File: config.mk
export PLATFORM = sky130hd
export DESIGN_NAME = fifo_with_fourth_slot_insert_top_flat
export DESIGN_NICKNAME = d
export VERILOG_FILES = /design/src/sv/ffsi_pkg.sv /design/src/sv/ffsi_req_if.sv /design/src/sv/ffsi_rsp_if.sv /design/src/sv/ffsi_cell.sv /design/src/sv/fifo_with_fourth_slot_insert_top.sv /design/src/flat_wrapper.sv
export SDC_FILE = /design/constraint.sdc
export NUM_CORES = 1
export LEC_CHECK = 0
export ABC_CLOCK_PERIOD_IN_PS = 10300
export BUFFER_PORTS_ARGS = -buffer_cell sky130_fd_sc_hd__buf_2
export CAP_MARGIN = 25
export CORE_MARGIN = 4
export CORE_UTILIZATION = 55
export DETAILED_ROUTE_END_ITERATION = 7
export PLACE_DENSITY = 0.72
export SLEW_MARGIN = 30
export SYNTH_ARGS = -nofsm -noshare
export SYNTH_HDL_FRONTEND = slang
export SYNTH_SLANG_ARGS = --single-unit
File: constraint.sdc
create_clock -name clk -period 10.3 [get_ports clk]
set_input_delay 1.545 -clock clk [delete_from_list [all_inputs] [get_ports clk]]
set_output_delay 1.545 -clock clk [all_outputs]
set_load 0.005 [all_outputs]
File: src/sv/ffsi_pkg.sv
// ----------------------------------------------------------------------------
// ffsi_pkg
// Shared types and constants for the FIFO with fourth-slot insert.
// ----------------------------------------------------------------------------
package ffsi_pkg;

    localparam int DEPTH      = 16;
    localparam int DATA_WIDTH = 32;

    localparam int OP_W     = 2;
    localparam int VALUE_W  = 32;
    localparam int STATUS_W = 2;
    localparam int COUNT_W  = 5;

    localparam int CNT_W       = $clog2(DEPTH + 1);
    localparam int INSERT_SLOT = 3;
    localparam int INSERT_MIN  = 4;

    typedef enum logic [OP_W-1:0] {
        OP_PUSH   = 2'd0,
        OP_POP    = 2'd1,
        OP_INSERT = 2'd2,
        OP_CLEAR  = 2'd3
    } op_t;

    typedef enum logic [STATUS_W-1:0] {
        ST_OK    = 2'd0,
        ST_EMPTY = 2'd1,
        ST_FULL  = 2'd2
    } status_t;

    typedef enum logic [1:0] {
        SEL_HOLD = 2'd0,
        SEL_LOAD = 2'd1,
        SEL_PREV = 2'd2,
        SEL_NEXT = 2'd3
    } sel_t;

endpackage

File: src/sv/ffsi_req_if.sv
// ----------------------------------------------------------------------------
// ffsi_req_if
// Request channel: one operation and its data word per beat.
// ----------------------------------------------------------------------------
interface ffsi_req_if
    import ffsi_pkg::*;
();

    logic               valid;
    logic               ready;
    logic [OP_W-1:0]    operation;
    logic [VALUE_W-1:0] value;

    modport source (output valid, output operation, output value, input ready);
    modport sink   (input valid, input operation, input value, output ready);

endinterface

File: src/sv/ffsi_rsp_if.sv
// ----------------------------------------------------------------------------
// ffsi_rsp_if
// Response channel: status, popped word, empty flag and count per beat.
// ----------------------------------------------------------------------------
interface ffsi_rsp_if
    import ffsi_pkg::*;
();

    logic                valid;
    logic                ready;
    logic [STATUS_W-1:0] status;
    logic [VALUE_W-1:0]  popped_value;
    logic                is_empty;
    logic [COUNT_W-1:0]  entry_count;

    modport source (output valid, output status, output popped_value,
                    output is_empty, output entry_count, input ready);
    modport sink   (input valid, input status, input popped_value,
                    input is_empty, input entry_count, output ready);

endinterface

File: src/sv/ffsi_cell.sv
// ----------------------------------------------------------------------------
// ffsi_cell
// One queue entry: holds its word, loads a new one, or takes a neighbor's.
// ----------------------------------------------------------------------------
module ffsi_cell
    import ffsi_pkg::*;
(
    input  logic                  clk,
    input  sel_t                  sel,
    input  logic [DATA_WIDTH-1:0] load_data,
    input  logic [DATA_WIDTH-1:0] prev_data,
    input  logic [DATA_WIDTH-1:0] next_data,
    output logic [DATA_WIDTH-1:0] data
);

    logic [DATA_WIDTH-1:0] data_reg;
    logic [DATA_WIDTH-1:0] data_next;

    always_comb
    begin
        unique case (sel)
            SEL_HOLD: data_next = data_reg;
            SEL_LOAD: data_next = load_data;
            SEL_PREV: data_next = prev_data;
            SEL_NEXT: data_next = next_data;
            default:  data_next = data_reg;
        endcase
    end

    always_ff @(posedge clk)
    begin
        data_reg <= data_next;
    end

    assign data = data_reg;

endmodule

File: src/sv/fifo_with_fourth_slot_insert_top.sv
// ----------------------------------------------------------------------------
// fifo_with_fourth_slot_insert_top
// Bounded FIFO built from a row of entry cells, with push, pop, clear and
// an insert that places the word as the fourth entry, or at the tail when fewer than four are held.
//
//   Channel  Direction  Beat contents
//   req      sink       operation, value
//   rsp      source     status, popped_value, is_empty, entry_count
//
// The response is registered and appears in the cycle after the request
// beat. A new request is taken in every cycle while the response register is
// empty or being drained. Reset clears the entry count and the response
// valid; the entry words are not reset.
// ----------------------------------------------------------------------------
module fifo_with_fourth_slot_insert_top
    import ffsi_pkg::*;
(
    input  logic clk,
    input  logic rst_n,
    ffsi_req_if.sink   req,
    ffsi_rsp_if.source rsp
);

    logic [CNT_W-1:0]      count_reg;
    logic [CNT_W-1:0]      count_next;
    logic                  rsp_valid_reg;
    logic                  rsp_valid_next;
    status_t               status_reg;
    status_t               status_next;
    logic [VALUE_W-1:0]    popped_reg;
    logic [VALUE_W-1:0]    popped_next;

    logic                  accept;
    op_t                   op;
    logic                  full;
    logic [DATA_WIDTH-1:0] word;
    sel_t                  sel [DEPTH];
    logic [DATA_WIDTH-1:0] cell_data [DEPTH];

    assign req.ready = !rsp_valid_reg || rsp.ready;
    assign accept    = req.valid && req.ready;
    assign op        = op_t'(req.operation);
    assign full      = (count_reg == CNT_W'(DEPTH));
    assign word      = DATA_WIDTH'(req.value);

    always_comb
    begin
        count_next  = count_reg;
        status_next = ST_OK;
        popped_next = '0;
        for (int i = 0; i < DEPTH; i++)
        begin
            sel[i] = SEL_HOLD;
        end
        unique case (op)
            OP_PUSH, OP_INSERT:
            begin
                if (full)
                begin
                    status_next = ST_FULL;
                end
                else
                begin
                    count_next = count_reg + CNT_W'(1);
                    for (int i = 0; i < DEPTH; i++)
                    begin
                        if (op == OP_INSERT && count_reg >= CNT_W'(INSERT_MIN))
                        begin
                            if (i == INSERT_SLOT)
                            begin
                                sel[i] = SEL_LOAD;
                            end
                            else if (i > INSERT_SLOT && CNT_W'(i) <= count_reg)
                            begin
                                sel[i] = SEL_PREV;
                            end
                        end
                        else if (CNT_W'(i) == count_reg)
                        begin
                            sel[i] = SEL_LOAD;
                        end
                    end
                end
            end
            OP_POP:
            begin
                if (count_reg == '0)
                begin
                    status_next = ST_EMPTY;
                end
                else
                begin
                    count_next  = count_reg - CNT_W'(1);
                    popped_next = VALUE_W'(cell_data[0]);
                    for (int i = 0; i < DEPTH; i++)
                    begin
                        sel[i] = SEL_NEXT;
                    end
                end
            end
            OP_CLEAR:
            begin
                count_next = '0;
            end
            default:
            begin
                count_next = count_reg;
            end
        endcase
        if (!accept)
        begin
            count_next = count_reg;
            for (int i = 0; i < DEPTH; i++)
            begin
                sel[i] = SEL_HOLD;
            end
        end
    end

    generate
        for (genvar g = 0; g < DEPTH; g++)
        begin : g_cell
            logic [DATA_WIDTH-1:0] prev_data;
            logic [DATA_WIDTH-1:0] next_data;

            if (g == 0)
            begin : g_first
                assign prev_data = word;
            end
            else
            begin : g_mid_prev
                assign prev_data = cell_data[g-1];
            end

            if (g == DEPTH - 1)
            begin : g_last
                assign next_data = cell_data[g];
            end
            else
            begin : g_mid_next
                assign next_data = cell_data[g+1];
            end

            ffsi_cell u_cell (
                .clk       (clk),
                .sel       (sel[g]),
                .load_data (word),
                .prev_data (prev_data),
                .next_data (next_data),
                .data      (cell_data[g])
            );
        end
    endgenerate

    always_comb
    begin
        rsp_valid_next = rsp_valid_reg;
        if (accept)
        begin
            rsp_valid_next = 1'b1;
        end
        else if (rsp.ready)
        begin
            rsp_valid_next = 1'b0;
        end
    end

    always_ff @(posedge clk or negedge rst_n)
    begin
        if (!rst_n)
        begin
            count_reg     <= '0;
            rsp_valid_reg <= 1'b0;
        end
        else
        begin
            count_reg     <= count_next;
            rsp_valid_reg <= rsp_valid_next;
        end
    end

    always_ff @(posedge clk)
    begin
        if (accept)
        begin
            status_reg <= status_next;
            popped_reg <= popped_next;
        end
    end

    assign rsp.valid        = rsp_valid_reg;
    assign rsp.status       = status_reg;
    assign rsp.popped_value = popped_reg;
    assign rsp.is_empty     = (count_reg == '0);
    assign rsp.entry_count  = COUNT_W'(count_reg);

    a_count_bound: assert property (@(posedge clk) disable iff (!rst_n)
        count_reg <= CNT_W'(DEPTH))
        else $error("Entry count exceeds the queue depth.");

    a_pop_empty: assert property (@(posedge clk) disable iff (!rst_n)
        (accept && op == OP_POP && count_reg == '0)
        |=> (rsp.valid && rsp.status == ST_EMPTY && rsp.popped_value == '0))
        else $error("Pop on an empty queue did not report empty.");

    a_push_full: assert property (@(posedge clk) disable iff (!rst_n)
        (accept && (op == OP_PUSH || op == OP_INSERT) && full)
        |=> (rsp.status == ST_FULL && count_reg == CNT_W'(DEPTH)))
        else $error("Push on a full queue was not refused.");

    a_clear: assert property (@(posedge clk) disable iff (!rst_n)
        (accept && op == OP_CLEAR) |=> (count_reg == '0 && rsp.is_empty))
        else $error("Clear did not empty the queue.");

    a_hold_idle: assert property (@(posedge clk) disable iff (!rst_n)
        !accept |=> $stable(count_reg))
        else $error("Entry count changed without a request beat.");

endmodule
File: src/flat_wrapper.sv
// flat-port wrapper written by rule: the top's interface ports become plain ports
module fifo_with_fourth_slot_insert_top_flat import ffsi_pkg::*;
  (clk, rst_n, req_valid, req_operation, req_value, req_ready, rsp_valid, rsp_status, rsp_popped_value, rsp_is_empty, rsp_entry_count, rsp_ready);
  ffsi_req_if req_i ();
  ffsi_rsp_if rsp_i ();
  input  logic clk;
  input  logic rst_n;
  input wire logic [$bits(req_i.valid)-1:0] req_valid;
  input wire logic [$bits(req_i.operation)-1:0] req_operation;
  input wire logic [$bits(req_i.value)-1:0] req_value;
  output wire logic [$bits(req_i.ready)-1:0] req_ready;
  output wire logic [$bits(rsp_i.valid)-1:0] rsp_valid;
  output wire logic [$bits(rsp_i.status)-1:0] rsp_status;
  output wire logic [$bits(rsp_i.popped_value)-1:0] rsp_popped_value;
  output wire logic [$bits(rsp_i.is_empty)-1:0] rsp_is_empty;
  output wire logic [$bits(rsp_i.entry_count)-1:0] rsp_entry_count;
  input wire logic [$bits(rsp_i.ready)-1:0] rsp_ready;
  assign req_i.valid = req_valid;
  assign req_i.operation = req_operation;
  assign req_i.value = req_value;
  assign req_ready = req_i.ready;
  assign rsp_valid = rsp_i.valid;
  assign rsp_status = rsp_i.status;
  assign rsp_popped_value = rsp_i.popped_value;
  assign rsp_is_empty = rsp_i.is_empty;
  assign rsp_entry_count = rsp_i.entry_count;
  assign rsp_i.ready = rsp_ready;
  fifo_with_fourth_slot_insert_top u_core (.clk(clk), .rst_n(rst_n), .req(req_i), .rsp(rsp_i));
endmodule
==> results.yml <==
worst_setup_path:
  crit_path_top_delay_cell: "or4b_4"
  cp_cell_sequence: "inv_1, ha_1, or4b_4, inv_2, buf_2"
  critPathLaunch: "u_core.rsp.entry_count[0]"
  crit_type: "reg -> out"
  r2r-start: "u_core.rsp.entry_count[0]"
  endpoint_kind: "output port"
  cp_max_fo: 38
  cp.arrival_ns: 3.07
  required_ns: 8.76
  worstSetupStartpointType: "flip-flop"
  max_stage_delay_ns: 0.73
placed_design:
  pre_cts_slack_ns: 5.36
  place_hpwl_um: 38900
  io_buffers: 79
  gp_congestion: 0.847
synth:
  synth-edff-count: 546
  syn_inst: 2011
  ys_warn_count: 0
  synth_flop_cell: "edfxtp_1"
  syn_nets: 2055
  synthTopCellsByArea: "edfxtp_1, a221o_1, and3_1, nand2_1, a22o_1"
  yosysSeqAreaShare: 0.639
  synth_common_cells: "edfxtp_1, nand2_1, and3_1"
  synth_cell_types: 62
  syn_area_um2: 25900
  synth_area_per_cell_um2: 12.9
  synth_area_leader_cell: "edfxtp_1"
  ys_seq_elements: 552
  synthArstFlopShare: 0.0109
  yosysMostFrequentCell: "edfxtp_1"
  synthDominantCellAreaShare: 0.633
timing:
  slew_violations: 0
  setup_tns_ns: 0
  hold_violations: 0
  slew_headroom: 0.356
  setup_ws_ns: 5.68
  setup_viol: 0
  fmax_ghz: 0.217
  skew_ns: 0.0194
  rsz0062_at_grt: "false"
  fin_crit_ns: 4.62
  fin_crit_sh: 0.448
  worst_pin_slew_ns: 0.966
status:
  status: "completed"
power_and_ir_drop:
  power.density_nw_per_um2: 223
  power.leakage_nw: 11.5
  fin_total_pwr_mw: 6.33
  ir_drop_uv: 210
grt:
  grtUsageTotal: 0.234
  antenna_found_initial: 3
  grtUsageMet2: 0.336
  grt_pass1_wl_um: 94800
  use_met3: 0.0453
  top_usage_layer: "met1"
  grt_use_met1: 0.369
  grt_pass1_vias: 16075
  grt_max_degree: 201
  grt-ovfl-total: 0
hold_path:
  min-delay-start: "u_core.g_cell[1].u_cell.data[17]"
  hold_class: "reg -> reg"
detailed_routing:
  wl_per_cell_um: 23.1
  dr.pass1.iters: 6
  ant_nets: 0
  routed_via_density: 6.65
  drt_iter0_markers: 2704
  vias: 17602
  drcViolationCount: 0
  wirelength_um: 61300
clock_network:
  cts_buffers: 56
  clkSinkCount: 552
  path_clk_slew_ns: 0.06
  hold_buffers: 0
  clock_latency_ns: 0.61
  clock_path_buffers: 3
  cts_root_buffer: "clkbuf_16"
  cts_resized: 0
  htreeDepth: 2
  cts.repair_timing.setup_buffer_count: 0
  cts_tree: "done"
floorplan:
  die_w_um: 225
  die_y_um: 225
  die_area_um2: 50600
  io-pin-count: 80
  core-area_um2: 46600
  initial_utilization: 0.556
  rows: 79
layout:
  largest_register_ffs: 512
  drive_gt1_frac: 0.132
  nFillCells: 3565
  syn2layout_area_growth_pct: 9.82
  nNetsFinal: 2036
run:
  max-cap-violations: 0
## layer usage
| metal | vias to the layer above | share of wire |
|---|---|---|
| li1 | 7847 | - |
| met1 | 8603 | 0.43 |
| met2 | 1073 | 0.43 |
| met3 | 79 | 0.11 |
| met4 | 0 | 0.020 |
| met5 | - | 0 |
## power breakdown
group | leakage (nW) | internal, mW | switching (mW)
logic | 5.58 | 0.457 | 0.801
registers | 5.10 | 2.94 | 0.204
clock network | 0.852 | 1.10 | 0.835
total | 11.5 | 4.49 | 1.84
## worst max-delay path: cells and delay by family (launching register included)
kind,cells,cell delay [ns]
simple gates,1,0.73
flops,1,0.58
fa+ha+maj,1,0.45
buf+inv,3,0.70
## layout make-up
type / count / area [µm²] / share of cell area
clock buffer: 69 / 1490 / 0.0525
sequential: 552 / 16500 / 0.582
antenna: 3 / 7.51 / 0.000264
timing repair buffer: 124 / 810 / 0.0285
tap: 607 / 759 / 0.0267
multi-input combinational: 1246 / 8530 / 0.300
clock inverter: 35 / 241 / 0.00849
inverter: 12 / 45.0 / 0.00158
## final timing paths
check / depth (start not counted) / to / slack [ns]
worst max-delay path: 5 / rsp_is_empty / 5.68
worst min-delay path: 2 / u_core.g_cell[0].u_cell.data[17] / 0.51
worst max register to register: 9 / u_core.g_cell[12].u_cell.data[18] / 6.06
worst min register to register: 2 / u_core.g_cell[0].u_cell.data[17] / 0.51
max in group asynchronous: 1 / u_core.rsp.entry_count[4] / 9.39
min in group asynchronous: 1 / u_core.rsp.entry_count[3] / 0.76
## cell families after synthesis
| group | count (synthesis) | share of synthesized area |
|---|---|---|
| AOI/OAI and AO/OA | 578 | 0.189 |
| xor gates and xnor gates | 2 | 0.000677 |
| adders and majority gates | 6 | 0.00290 |
| buffers and inverters | 213 | 0.0361 |
| DFF | 552 | 0.639 |
| muxes | 34 | 0.0147 |
| and+or+nand+nor | 626 | 0.117 |
## stage by stage
| step | util | instances | instance area, µm² | hold slack [ns] |
|---|---|---|---|---|
| global route | 0.611 | 2648 | 28400 | 0.531 |
| global placement | 0.571 | 2538 | 26600 | 0.493 |
| finish | 0.611 | 2648 | 28400 | 0.512 |
| detailed placement | 0.571 | 2538 | 26600 | 0.498 |
| CTS | 0.609 | 2642 | 28300 | 0.514 |
| floorplan | - | 2011 | 25900 | 0.492 |
## layout by cell type (no fill, tap or decap), types with 11 or more instances in the layout
| cell | instances |
|---|---|
| a21o_1 | 132 |
| clkbuf_1 | 11 |
| a22o_1 | 130 |
| buf_2 | 79 |
| nor2b_1 | 35 |
| and3_1 | 193 |
| mux2_2 | 32 |
| inv_1 | 11 |
| nor2_1 | 41 |
| clkinv_2 | 12 |
| nand2_1 | 314 |
| buf_4 | 40 |
| a21oi_1 | 40 |
| edfxtp_1 | 546 |
| a22oi_1 | 32 |
| clkinv_1 | 18 |
| a221o_1 | 193 |
| clkbuf_16 | 58 |
No activity file was read; power rests on OpenSTA's default activity.
